===== src/rtl/sddf_pkg.sv =====
`default_nettype none
package sddf_pkg;

  localparam int unsigned NUM_POS   = 8;
  localparam int unsigned VALUE_W   = 32;
  localparam int unsigned CODE_W    = 4;
  // 99999999 < 2**27, so every displayable magnitude fits here
  localparam int unsigned MAG_W     = 27;
  localparam int unsigned CNT_W     = $clog2(MAG_W);

  localparam logic signed [VALUE_W-1:0] POS_LIMIT = 32'sd99999999;
  localparam logic signed [VALUE_W-1:0] NEG_LIMIT = -32'sd9999999;

  localparam logic [CODE_W-1:0] CODE_ZERO  = 4'd0;
  localparam logic [CODE_W-1:0] CODE_DASH  = 4'd10;
  localparam logic [CODE_W-1:0] CODE_BLANK = 4'd15;

  typedef logic [CODE_W-1:0] code_t;

  typedef struct packed {
    logic clear;
    logic shift;
  } cell_ctrl_t;

endpackage
`default_nettype wire


===== src/rtl/sddf_if.sv =====
`default_nettype none
interface sddf_in_if;
  logic                          valid;
  logic                          ready;
  logic signed [sddf_pkg::VALUE_W-1:0] value;

  modport source (output valid, output value, input ready);
  modport sink   (input valid, input value, output ready);
endinterface

interface sddf_out_if;
  logic                 valid;
  logic                 ready;
  sddf_pkg::code_t      digit_code_0;
  sddf_pkg::code_t      digit_code_1;
  sddf_pkg::code_t      digit_code_2;
  sddf_pkg::code_t      digit_code_3;
  sddf_pkg::code_t      digit_code_4;
  sddf_pkg::code_t      digit_code_5;
  sddf_pkg::code_t      digit_code_6;
  sddf_pkg::code_t      digit_code_7;
  logic                 overflow;

  modport source (output valid, output digit_code_0, output digit_code_1,
                  output digit_code_2, output digit_code_3, output digit_code_4,
                  output digit_code_5, output digit_code_6, output digit_code_7,
                  output overflow, input ready);
  modport sink   (input valid, input digit_code_0, input digit_code_1,
                  input digit_code_2, input digit_code_3, input digit_code_4,
                  input digit_code_5, input digit_code_6, input digit_code_7,
                  input overflow, output ready);
endinterface
`default_nettype wire


===== src/rtl/sddf_bcd_cell.sv =====
`default_nettype none
// One BCD digit of a shift-add-3 chain.
module sddf_bcd_cell (
  input  wire                   clk,
  input  sddf_pkg::cell_ctrl_t  ctrl,
  input  wire                   bit_in,
  output logic                  bit_out,
  output sddf_pkg::code_t       digit
);

  sddf_pkg::code_t adj;

  // add 3 before the shift when the digit would pass nine
  always_comb begin
    adj     = (digit >= 4'd5) ? sddf_pkg::code_t'(digit + 4'd3) : digit;
    bit_out = adj[3];
  end

  always_ff @(posedge clk) begin
    if (ctrl.clear) begin
      digit <= sddf_pkg::CODE_ZERO;
    end else if (ctrl.shift) begin
      digit <= {adj[2:0], bit_in};
    end
  end

endmodule
`default_nettype wire


===== src/rtl/signed_decimal_digit_formatter.sv =====
`default_nettype none
// Signed decimal digit formatter for an eight-position Code B display.
//
// in_ch  : one signed 32-bit value per transaction (valid/ready).
// out_ch : eight 4-bit position codes plus an overflow flag per transaction.
//          Codes: 0-9 digit, 10 dash, 15 blank; position 0 is least significant.
//
// The magnitude is shifted, one bit per cycle, into a row of eight BCD cells
// (shift-add-3), one shift per bit of the 27-bit magnitude. The FINISH state
// then loads the result into the output register; out_ch.valid rises and
// in_ch.ready returns with it, so a new value is not taken until the last
// conversion has been loaded. An out-of-range value skips the cell row: it
// goes straight from IDLE to FINISH, and its result is loaded with overflow
// set and all codes zero.
//
// in_ch.ready is high only while the converter is free. The result sits in an
// output register, so a new value is taken while an earlier result still waits.
// When the receiver stalls, the finished conversion holds until that register
// frees, and in_ch.ready stays low in the meantime.
// Reset (rst, synchronous) empties the output register and returns to idle.
module signed_decimal_digit_formatter (
  input  wire        clk,
  input  wire        rst,
  sddf_in_if.sink    in_ch,
  sddf_out_if.source out_ch
);

  typedef enum logic [1:0] {
    IDLE,
    CONV,
    FINISH
  } state_t;

  state_t                              state;
  logic [sddf_pkg::MAG_W-1:0]          mag;
  logic [sddf_pkg::CNT_W-1:0]          cnt;
  logic                                neg;
  logic                                ovf;

  sddf_pkg::code_t                     out_code [sddf_pkg::NUM_POS];
  logic                                out_ovf;
  logic                                out_valid;

  sddf_pkg::cell_ctrl_t                cell_ctrl;
  logic [sddf_pkg::NUM_POS:0]          chain;
  sddf_pkg::code_t                     digit [sddf_pkg::NUM_POS];

  logic                                in_take;
  logic                                out_free;
  logic                                out_load;
  logic                                in_ovf;
  logic [sddf_pkg::VALUE_W-1:0]        in_abs;

  logic [sddf_pkg::NUM_POS-1:0]        sig;
  sddf_pkg::code_t                     code_next [sddf_pkg::NUM_POS];

  assign in_ch.ready = (state == IDLE);
  assign in_take     = in_ch.valid && in_ch.ready;
  assign out_free    = !out_valid || out_ch.ready;
  // move the finished conversion into the output register
  assign out_load    = (state == FINISH) && out_free;

  assign in_ovf = (in_ch.value > sddf_pkg::POS_LIMIT) ||
                  (in_ch.value < sddf_pkg::NEG_LIMIT);
  assign in_abs = in_ch.value[sddf_pkg::VALUE_W-1] ?
                  sddf_pkg::VALUE_W'(-in_ch.value) : in_ch.value;

  assign cell_ctrl.clear = in_take;
  assign cell_ctrl.shift = (state == CONV);

  // feed the magnitude MSB first into the least significant cell
  assign chain[0] = mag[sddf_pkg::MAG_W-1];

  for (genvar i = 0; i < sddf_pkg::NUM_POS; i++) begin : g_cell
    sddf_bcd_cell u_cell (
      .clk     (clk),
      .ctrl    (cell_ctrl),
      .bit_in  (chain[i]),
      .bit_out (chain[i+1]),
      .digit   (digit[i])
    );
  end

  // Blank leading zeros; place the dash just above the top significant digit; on overflow every code is zero.
  always_comb begin
    for (int i = sddf_pkg::NUM_POS - 1; i >= 0; i--) begin
      if (i == sddf_pkg::NUM_POS - 1) begin
        sig[i] = (digit[i] != sddf_pkg::CODE_ZERO);
      end else begin
        sig[i] = sig[i+1] || (digit[i] != sddf_pkg::CODE_ZERO);
      end
    end
    for (int i = 0; i < sddf_pkg::NUM_POS; i++) begin
      if (ovf) begin
        code_next[i] = sddf_pkg::CODE_ZERO;
      end else if (sig[i]) begin
        code_next[i] = digit[i];
      end else if (neg && (i == 0 || sig[(i == 0) ? 0 : i-1])) begin
        code_next[i] = sddf_pkg::CODE_DASH;
      end else begin
        code_next[i] = sddf_pkg::CODE_BLANK;
      end
    end
  end

  always_ff @(posedge clk) begin
    if (rst) begin
      state     <= IDLE;
      out_valid <= 1'b0;
      cnt       <= '0;
    end else begin
      if (out_load) begin
        out_valid <= 1'b1;
      end else if (out_ch.ready) begin
        out_valid <= 1'b0;
      end
      case (state)
        IDLE: begin
          if (in_take) begin
            mag   <= in_abs[sddf_pkg::MAG_W-1:0];
            neg   <= in_ch.value[sddf_pkg::VALUE_W-1];
            ovf   <= in_ovf;
            cnt   <= '0;
            state <= in_ovf ? FINISH : CONV;
          end
        end
        CONV: begin
          mag <= {mag[sddf_pkg::MAG_W-2:0], 1'b0};
          cnt <= cnt + 1'b1;
          if (cnt == sddf_pkg::CNT_W'(sddf_pkg::MAG_W - 1)) begin
            state <= FINISH;
          end
        end
        FINISH: begin
          // hold the converted digits until the output register frees
          if (out_load) begin
            out_code <= code_next;
            out_ovf  <= ovf;
            state    <= IDLE;
          end
        end
        default: state <= IDLE;
      endcase
    end
  end

  assign out_ch.valid        = out_valid;
  assign out_ch.overflow     = out_ovf;
  assign out_ch.digit_code_0 = out_code[0];
  assign out_ch.digit_code_1 = out_code[1];
  assign out_ch.digit_code_2 = out_code[2];
  assign out_ch.digit_code_3 = out_code[3];
  assign out_ch.digit_code_4 = out_code[4];
  assign out_ch.digit_code_5 = out_code[5];
  assign out_ch.digit_code_6 = out_code[6];
  assign out_ch.digit_code_7 = out_code[7];

  a_busy_after_take: assert property (@(posedge clk) disable iff (rst)
    in_take |=> !in_ch.ready)
    else $error("converter took a value while busy");

  a_ovf_codes_zero: assert property (@(posedge clk) disable iff (rst)
    (out_valid && out_ovf) |->
      (out_code[0] == sddf_pkg::CODE_ZERO && out_code[7] == sddf_pkg::CODE_ZERO))
    else $error("overflow result with nonzero codes");

  a_no_dash_bottom: assert property (@(posedge clk) disable iff (rst)
    out_valid |-> (out_code[0] != sddf_pkg::CODE_DASH))
    else $error("dash in least significant position");

  a_cnt_range: assert property (@(posedge clk) disable iff (rst)
    (state == CONV) |-> (cnt < sddf_pkg::CNT_W'(sddf_pkg::MAG_W)))
    else $error("shift count ran past magnitude width");

  a_load_when_free: assert property (@(posedge clk) disable iff (rst)
    (out_valid && !out_ch.ready) |=> out_valid)
    else $error("stalled result dropped");

endmodule
`default_nettype wire

===== src/flat_wrapper.sv =====
// flat-port wrapper written by rule: the top's interface ports become plain ports
module signed_decimal_digit_formatter_flat 
  (clk, rst, in_ch_valid, in_ch_value, in_ch_ready, out_ch_valid, out_ch_digit_code_0, out_ch_digit_code_1, out_ch_digit_code_2, out_ch_digit_code_3, out_ch_digit_code_4, out_ch_digit_code_5, out_ch_digit_code_6, out_ch_digit_code_7, out_ch_overflow, out_ch_ready);
  sddf_in_if in_ch_i ();
  sddf_out_if out_ch_i ();
  input  wire clk;
  input  wire rst;
  input wire logic [$bits(in_ch_i.valid)-1:0] in_ch_valid;
  input wire logic [$bits(in_ch_i.value)-1:0] in_ch_value;
  output wire logic [$bits(in_ch_i.ready)-1:0] in_ch_ready;
  output wire logic [$bits(out_ch_i.valid)-1:0] out_ch_valid;
  output wire logic [$bits(out_ch_i.digit_code_0)-1:0] out_ch_digit_code_0;
  output wire logic [$bits(out_ch_i.digit_code_1)-1:0] out_ch_digit_code_1;
  output wire logic [$bits(out_ch_i.digit_code_2)-1:0] out_ch_digit_code_2;
  output wire logic [$bits(out_ch_i.digit_code_3)-1:0] out_ch_digit_code_3;
  output wire logic [$bits(out_ch_i.digit_code_4)-1:0] out_ch_digit_code_4;
  output wire logic [$bits(out_ch_i.digit_code_5)-1:0] out_ch_digit_code_5;
  output wire logic [$bits(out_ch_i.digit_code_6)-1:0] out_ch_digit_code_6;
  output wire logic [$bits(out_ch_i.digit_code_7)-1:0] out_ch_digit_code_7;
  output wire logic [$bits(out_ch_i.overflow)-1:0] out_ch_overflow;
  input wire logic [$bits(out_ch_i.ready)-1:0] out_ch_ready;
  assign in_ch_i.valid = in_ch_valid;
  assign in_ch_i.value = in_ch_value;
  assign in_ch_ready = in_ch_i.ready;
  assign out_ch_valid = out_ch_i.valid;
  assign out_ch_digit_code_0 = out_ch_i.digit_code_0;
  assign out_ch_digit_code_1 = out_ch_i.digit_code_1;
  assign out_ch_digit_code_2 = out_ch_i.digit_code_2;
  assign out_ch_digit_code_3 = out_ch_i.digit_code_3;
  assign out_ch_digit_code_4 = out_ch_i.digit_code_4;
  assign out_ch_digit_code_5 = out_ch_i.digit_code_5;
  assign out_ch_digit_code_6 = out_ch_i.digit_code_6;
  assign out_ch_digit_code_7 = out_ch_i.digit_code_7;
  assign out_ch_overflow = out_ch_i.overflow;
  assign out_ch_i.ready = out_ch_ready;
  signed_decimal_digit_formatter u_core (.clk(clk), .rst(rst), .in_ch(in_ch_i), .out_ch(out_ch_i));
endmodule

===== config.mk =====
export PLATFORM = sky130hd
export DESIGN_NAME = signed_decimal_digit_formatter_flat
export DESIGN_NICKNAME = d
export VERILOG_FILES = /design/src/rtl/sddf_pkg.sv /design/src/rtl/sddf_if.sv /design/src/rtl/sddf_bcd_cell.sv /design/src/rtl/signed_decimal_digit_formatter.sv /design/src/flat_wrapper.sv
export SDC_FILE = /design/constraint.sdc
export NUM_CORES = 1
export LEC_CHECK = 0
export BUFFER_PORTS_ARGS = -buffer_cell sky130_fd_sc_hd__buf_2
export CAP_MARGIN = 20
export CORE_UTILIZATION = 60
export CTS_CLUSTER_DIAMETER = 100
export CTS_CLUSTER_SIZE = 40
export DETAILED_ROUTE_END_ITERATION = 8
export GPL_TIMING_DRIVEN = 0
export PLACE_DENSITY = 0.85
export SYNTH_ARGS = -nofsm -noshare
export SYNTH_HDL_FRONTEND = slang
export SYNTH_SLANG_ARGS = --single-unit

===== constraint.sdc =====
create_clock -name clk -period 7.1 [get_ports clk]
set_input_delay 1.065 -clock clk [delete_from_list [all_inputs] [get_ports clk]]
set_output_delay 1.065 -clock clk [all_outputs]
set_load 0.03 [all_outputs]

==> results.cfg, run 1 <==
[status]
violations = design-rule violations
status = complete, but fails checks

[global_routing]
grtUsageTotal_pct = 26.62
antenna_found_initial = 0
grt_pass1_wl_um = 20420
overflow = 0
grt_max_degree = 20
grt_pass1_vias = 4481

[setup_path]
worstSetupPathType = in -> reg
r2r_start = u_core.g_cell[7].u_cell.digit[0]
path_max_fanout = 6
critPathRequiredTime_ns = 7.19
crit_path_end_kind = register
critPathLaunchType = input port
startpoint = in_ch_value[0]
arrival_ns = 2.86

[worst_hold_path]
min-delay-start = u_core.mag[26]
hp-class = reg -> reg

[clock_tree]
clock-root-buffer = clkbuf_8
cts_tree = done
clkLatencyLatePin_ns = 0.37
cts_buffer_depth = 2
clock-sinks = 102
postCtsHoldBufs = 0
cts_resized = 0
path_clk_slew_ns = 0.09
cts_setup_buffers = 0
cts-htree-levels = 3
cts_buffers = 9

[power]
powerDensity_nw_per_um2 = 174.9
vdd_drop_max_v = 0.00008317
total_power_w = 0.001094
p_leak_nw = 2.375

[sta]
rsz0062_at_grt = no
skew_ns = 0.01390
setup_violations = 0
tightest_slew_ns = 0.7465
max_freq_mhz = 361.0
slew_headroom_pct = 49.53
min_period_ns = 2.770
tns_ns = 0
finalCritPeriodShare_pct = 39.01
drv_slew = 0
hold_violations = 0
setup_ws_ns = 4.330

[place]
place_congestion = 0.9571
place_inst = 774
dpl_worst_slack_ns = 3.970
place.detailed.hpwl_um = 9055
portBuffers = 68

[drt]
wl_per_cell_um = 15.59
wirelength_um = 12320
via_count = 4646
first_pass_iters = 9
routed_via_density = 5.881
ant_nets = 0
drc = 5
drtIter0Drc = 299

[die]
core_area_um2 = 8848
die_y_um = 98.16
die_w_um = 98.16
start_util_pct = 62.70
rows = 34
die_area_um2 = 9635
io_pins = 71

[cells_and_area]
largest_reg_flops = 32
multi_input_area_um2 = 2681
stdcell_count = 790
syn_to_final_growth_pct = 12.74
most-common-layout-cells = nand2_1 (74), buf_2 (69), nor2_1 (67), edfxtp_1 (62), o21ai_0 (51)
n_antenna_cell = 0
regArea_um2 = 2663
top_regs = u_core.g_cell.u_cell.digit (32), u_core.mag (27), u_core.cnt (5)
final_common_cell = nand2_1
top_register = u_core.g_cell.u_cell.digit
fill_cells = 699
fin_nets = 739
layout-drive-gt1-share_pct = 14.52
final_util_pct = 70.69

[yosys]
async_flop_share_pct = 0
avgSynthCellArea_um2 = 9.324
synth.largest_area_cell = edfxtp_1
syn_inst = 595
synth_top_area_share_pct = 33.56
synthesis.area_um2 = 5548
synth_warnings = 0
synth_enable_flop_cells = 62
yosys.cell_types.count = 51
synth-seq-area-share_pct = 47.99
synth_area_leaders = edfxtp_1 (34%), dfxtp_1 (14%), ha_1 (5.9%)
syn-num-nets = 657
ys_seq_elements = 102
synthFlopType = edfxtp_1

[run]
cap_violations = 0
==> layer usage <==
metal | track usage, % | vias to the layer above | part of all wire (%)
li1 | - | 2282 | -
met1 | 31.89 | 2140 | 41
met2 | 46.53 | 189 | 49
met3 | 4.295 | 35 | 6.8
met4 | 13.20 | 0 | 3.1
met5 | 0 | - | 0
==> critical path, cell delays in order <==
cell and delay (ns):
buf_2 0.11, inv_1 0.09, ha_1 0.23, nor4b_1 0.32, nand4_1 0.31, o41ai_1 0.41
xor2_1 0.22, a21oi_1 0.09
==> path summary, 6_finish.rpt <==
check / depth (start not counted) / end / slack (ns)
setup / recovery: 8 / u_core.mag[26] / 4.33
hold / removal: 1 / u_core.g_cell[0].u_cell.digit[0] / 0.48
setup reg to reg: 8 / u_core.out_ch.digit_code_0[0] / 4.40
hold reg to reg: 1 / u_core.g_cell[0].u_cell.digit[0] / 0.48
==> layout make-up <==
type / instances / area share [%]
clock inverter: 6 / 0.7401
timing repair buffer: 71 / 6.241
multi-input combinational: 439 / 42.87
sequential: 102 / 42.57
inverter: 26 / 1.560
buffer: 28 / 1.820
tap: 108 / 2.160
clock buffer: 10 / 2.040
==> report_power, final <==
part	internal (W)	switching, W
Sequential	0.000647	0.00000499
Clock	0.000130	0.000205
Combinational	0.0000370	0.0000710
Total	0.000813	0.000281
==> metrics by stage <==
stage	area [um2]	hold slack, ns
3_5_place_dp	6081	0.4583
5_1_grt	6255	0.4838
3_3_place_gp	6023	0.4505
6_report	6255	0.4803
4_1_cts	6255	0.4788
2_1_floorplan	5548	0.4407
==> Yosys cell counts, types with 4 or more instances <==
master / count
nor2_1: 68
nor3b_1: 5
dfxtp_1: 40
nand3b_1: 6
nand4_1: 4
ha_1: 26
nand2_1: 74
o31ai_1: 19
a21oi_1: 50
clkbuf_1: 23
inv_1: 26
nor3_1: 7
a211oi_1: 6
o41ai_1: 5
nor4_1: 7
xor2_1: 29
nand2b_1: 11
edfxtp_1: 62
or3_1: 4
nand3_1: 7
xnor2_1: 11
a22o_1: 10
o21ai_0: 51
==> cell families after synthesis <==
family / after synthesis / share of synthesized area [%]
flip-flops: 102 / 47.99
AO/OA/AOI/OAI: 156 / 16.96
multiplexers: 2 / 0.3609
buffers and inverters: 54 / 3.811
XOR/XNOR: 40 / 6.315
AND/OR/NAND/NOR: 215 / 18.70
adder cells (fa/ha/maj): 26 / 5.864
No activity file was read; power rests on OpenSTA's default activity.
==> inputs of run 2 (changes only) <==
CORE_UTILIZATION = 58   (was 60)
PLACE_DENSITY = 0.83   (was 0.85)
clock period = 2.58 ns   (was 7.1 ns; I/O delays follow)
==> run 2 against run 1 <==
Compared with the run above: the run now ends clean; cell count up 2.8%; sequential cell count unchanged; wire length down 3.7%; global-route usage down 1.5 points; register-to-register slack worse by 4.3 ns; critical path type is now reg -> reg; critical endpoint is now u_core.out_ch.digit_code_0[0]; largest cell class unchanged; largest power group unchanged.
==> results.cfg, run 2 (synthesis gave the netlist of run 1 again) <==
[setup_path]
arrival_ns = 2.61
critPathLaunchType = register
critPathRequiredTime_ns = 2.70
reg2regPathDepth = 8
worstSetupPathType = reg -> reg
path_max_fanout = 7
path_cells = inv_1, ha_1, or3b_4, or4_4, buf_6, nor3_4, buf_4, a211oi_2
slowest_delay_ns = 0.53
critical-path-slowest-cell = or4_4
crit_path_end_kind = register

[drt]
first_pass_iters = 5
wl_per_cell_um = 14.61
via_count = 4597
ant_nets = 0
routed_via_density = 5.661
drc = 0
wirelength_um = 11870
drtIter0Drc = 295

[sta]
finalCritPeriodShare_pct = 96.70
slew_headroom_pct = 45.14
skew_ns = 0.01187
tightest_slew_ns = 0.8115
setup_violations = 0
drv_slew = 0
min_period_ns = 2.495
max_freq_mhz = 400.8
setup_ws_ns = 0.08519
hold_violations = 0

[die]
die_y_um = 99.80
rows = 35
die_area_um2 = 9960
die_w_um = 99.80
start_util_pct = 60.04
core_area_um2 = 9240
io_pins = 71

[clock_tree]
postCtsHoldBufs = 0
clock-root-buffer = clkbuf_8
clock-sinks = 102
cts_buffers = 9
cts_buffer_depth = 2
cts_tree = done
cts-htree-levels = 3
path_clk_slew_ns = 0.10
clkLatencyLatePin_ns = 0.37

[cells_and_area]
final_util_pct = 69.22
top_regs = u_core.g_cell.u_cell.digit (32), u_core.mag (27), u_core.cnt (5)
fin_nets = 740
stdcell_count = 812
top_register = u_core.g_cell.u_cell.digit
layout-drive-gt1-share_pct = 16.25
final_common_cell = nand2_1
most-common-layout-cells = nand2_1 (74), buf_2 (69), nor2_1 (67), edfxtp_1 (62), o21ai_0 (51)
syn_to_final_growth_pct = 15.29
largest_reg_flops = 32
n_antenna_cell = 0

[global_routing]
grt_pass1_wl_um = 19810
grt_pass1_vias = 4251
grtUsageTotal_pct = 25.09
overflow = 0
antenna_found_initial = 0
grt_max_degree = 25

[place]
place_inst = 794
portBuffers = 68
place.detailed.hpwl_um = 8655
dpl_worst_slack_ns = -0.01649
place_congestion = 0.8869

[worst_hold_path]
hp-class = in -> reg
worstHoldPathCells = 1

[power]
powerDensity_nw_per_um2 = 516.7
vdd_drop_max_v = 0.0002469
p_leak_nw = 2.416

[run]
cap_violations = 0

[status]
status = finished clean
## run 2: cell types whose count changed in the layout (fill, tap and decap cells not counted), sizes merged
cell / before / now
buf: 76 / 77
bufinv: 0 / 3
clkbuf: 33 / 32
clkinvlp: 2 / 0
## run 2: path summary, 6_finish.rpt
check	startpoint	end	slack, ns
worst max register to register	u_core.g_cell[6].u_cell.digit[0]	u_core.out_ch.digit_code_0[0]	0.09
worst min-delay path	in_ch_value[31]	u_core.neg	0.25
worst min register to register	u_core.mag[26]	u_core.g_cell[0].u_cell.digit[0]	0.48
worst max-delay path	u_core.g_cell[6].u_cell.digit[0]	u_core.out_ch.digit_code_0[0]	0.09
## run 2: report_power, final
| part | total, W | internal [W] | switching (W) | leakage, nW |
|---|---|---|---|---|
| clock | 0.00122 | 0.000649 | 0.000568 | 0.124 |
| combinational | 0.000296 | 0.000101 | 0.000195 | 1.40 |
| sequential | 0.00179 | 0.00178 | 0.0000126 | 0.896 |
| total | 0.00330 | 0.00253 | 0.000775 | 2.42 |
## run 2: metrics by stage
step / hold slack (ns) / power [W] / area [um2] / TNS (ns)
floorplan: 0.4407 / 0.002006 / 5553 / 0
global placement: 0.4523 / 0.002105 / 6055 / -34.41
detailed placement: 0.4616 / 0.002123 / 6106 / -0.01649
CTS: 0.2358 / 0.003301 / 6354 / 0
global route: 0.2369 / 0.003405 / 6396 / -0.006880
finish: 0.2482 / 0.003305 / 6396 / 0
## run 2: critical path, delay by kind of cell (launching register included)
kind                       cells  cell delay, ns
AOI/OAI and AO/OA              1            0.06
adders and majority gates      1            0.18
buffers and inverters          3            0.46
DFF                            1            0.36
and+or+nand+nor                3            1.19
## run 2: layer usage
layer	GRT usage, %	vias to the layer above	share of wire, %
met1	31.78	2110	44
met5	0	-	0
met3	2.855	31	4.8
met2	42.44	178	49
li1	-	2278	-
met4	13.12	0	2.6
## run 2: timing repair
item | CTS | global route
setup endpoints to repair | 3 | 7
resized for setup | 1 | 10
buffers inserted | 0 | 2
pin swaps | 1 | 1
## run 2: final cells by class
cell class                      count  area (um2)
Buffer                             28       113.9
Inverter                           26       97.59
Clock inverter                      7       121.4
Fill cell                         729        2844
Timing Repair Buffer               72       397.9
Multi-Input combinational cell    439        2718
Clock buffer                        9       123.9
Tap cell                          129       161.4
Sequential cell                   102        2663
==> inputs of run 3 (changes only) <==
RECOVER_POWER = 50   (was unset)
==> run 3 against run 2 <==
Compared with the run above: clock skew is 0.0028 ns higher; final area is 0.68% lower; sequential power hardly changed; worst hold slack better by 0.039 ns; clock-buffer cell count stayed put; clock power hardly changed; critical path type unchanged; largest cell class unchanged; highest routed layer unchanged.
==> results.cfg, run 3 (synthesis gave the netlist of run 1 again) <==
[sta]
slew_headroom_pct = 45.10
skew_ns = 0.01472
finalCritPeriodShare_pct = 96.58
setup_violations = 0
drv_slew = 0
tightest_slew_ns = 0.8120
max_freq_mhz = 401.3
hold_violations = 0
min_period_ns = 2.492
setup_ws_ns = 0.08836

[place]
dpl_worst_slack_ns = -0.01649
place_congestion = 0.8869
place.detailed.hpwl_um = 8655
portBuffers = 68

[setup_path]
crit_path_end_kind = register
path_max_fanout = 7
critPathRequiredTime_ns = 2.70
arrival_ns = 2.61
worstSetupPathType = reg -> reg
slowest_delay_ns = 0.53
critPathLaunchType = register
critical-path-slowest-cell = or4_4
path_cells = inv_1, ha_1, or3b_4, or4_4, buf_6, nor3_4, buf_4, a211oi_2

[power]
switching_share_pct = 23.44
total_power_w = 0.003299
vdd_drop_max_v = 0.0002463
p_seq_share_pct = 54.3
p_switching_w = 0.0007730
p_leak_nw = 2.317
comb_power_share_pct = 8.9
p_int_w = 0.002526
pwr-share-clk_pct = 36.8
powerDensity_nw_per_um2 = 519.3

[worst_hold_path]
hp-class = in -> reg

[clock_tree]
cts_buffer_depth = 2
clkLatencyLatePin_ns = 0.38
cts-htree-levels = 3
clock-sinks = 102
cts_buffers = 9
path_clk_slew_ns = 0.10
cts_tree = done
clock-root-buffer = clkbuf_8

[cells_and_area]
most-common-layout-cells = nand2_1 (74), nor2_1 (67), edfxtp_1 (62), clkbuf_1 (58), o21ai_0 (51)
top_register = u_core.g_cell.u_cell.digit
n_antenna_cell = 0
fill_cells = 747
top_regs = u_core.g_cell.u_cell.digit (32), u_core.mag (27), u_core.cnt (5)
final_common_cell = nand2_1
final_util_pct = 68.75
multi_input_area_um2 = 2718
layout-drive-gt1-share_pct = 11.13
syn_to_final_growth_pct = 14.50
fin_nets = 740
regArea_um2 = 2663
largest_reg_flops = 32

[global_routing]
grtUsageTotal_pct = 25.09
overflow = 0
grt_pass1_wl_um = 19810
grt_pass1_vias = 4251
antenna_found_initial = 0
grt_max_degree = 25

[drt]
wl_per_cell_um = 14.71
via_count = 4599
drc = 0
drtIter0Drc = 292
routed_via_density = 5.664
ant_nets = 0
first_pass_iters = 5
wirelength_um = 11950

[die]
die_area_um2 = 9960
start_util_pct = 60.04
core_area_um2 = 9240
die_y_um = 99.80
io_pins = 71
rows = 35
die_w_um = 99.80

[run]
cap_violations = 0

[status]
status = finished clean
-- run 3: changes by cell type in the layout (fill, tap and decap cells not counted) --
cell	before	now
buf_2	69	34
clkbuf_1	23	58
-- run 3: cell type report --
cell class	instances	area share, %
well taps	129	2.541
clock buffers	9	1.950
plain buffers	28	1.792
multi-input cells	439	42.78
repair buffers	72	5.574
flip-flops and latches	102	41.91
clock inverters	7	1.911
inverters	26	1.536
-- run 3: per-layer routing --
| layer | up-vias | global-route usage, % | share of wire (%) |
|---|---|---|---|
| met3 | 25 | 2.855 | 4.9 |
| met4 | 0 | 13.12 | 2.4 |
| met5 | - | 0 | 0 |
| met1 | 2110 | 31.78 | 44 |
| met2 | 180 | 42.44 | 48 |
| li1 | 2284 | - | - |
-- run 3: metrics by stage --
stage	hold WS (ns)	instances	TNS, ns	cell area (um2)
2_1_floorplan	0.4407	595	0	5553
3_3_place_gp	0.4523	792	-34.41	6055
3_5_place_dp	0.4616	794	-0.01649	6106
4_1_cts	0.2358	810	0	6354
5_1_grt	0.3025	812	-0.006880	6352
6_report	0.2875	812	0	6352
-- run 3: worst max-delay path: cells and delay by family, from the launching register on --
kind | cells | cell delay [ns]
AOI/OAI and AO/OA | 1 | 0.06
adders and majority gates | 1 | 0.18
buffers and inverters | 3 | 0.46
DFF | 1 | 0.36
and+or+nand+nor | 3 | 1.18
-- run 3: final timing paths --
path | from | end | slack, ns | cells after the start
worst min-delay path | out_ch_ready | u_core.out_ch.valid | 0.29 | 3
worst max register to register | u_core.g_cell[6].u_cell.digit[0] | u_core.out_ch.digit_code_0[0] | 0.09 | 8
worst min register to register | u_core.mag[26] | u_core.g_cell[0].u_cell.digit[0] | 0.48 | 1
worst max-delay path | u_core.g_cell[6].u_cell.digit[0] | u_core.out_ch.digit_code_0[0] | 0.09 | 8
-- run 3: what timing repair did --
item / in CTS / in global routing
cloned: 0 / 0
setup endpoints to repair: 3 / 7
pin swaps: 1 / 1
hold buffers: 0 / 0
setup buffers: 0 / 2
resized for setup: 1 / 10
-- run 3: power groups by stage --
stage / sequential [W] / combinational, W / clock [W]
4_1_cts: 0.00179 / 0.000295 / 0.00121
5_1_grt: 0.00180 / 0.000321 / 0.00128
3_5_place_dp: 0.00183 / 0.000294 / 0
6_report: 0.00179 / 0.000292 / 0.00121
3_3_place_gp: 0.00183 / 0.000275 / 0
2_1_floorplan: 0.00186 / 0.000146 / 0
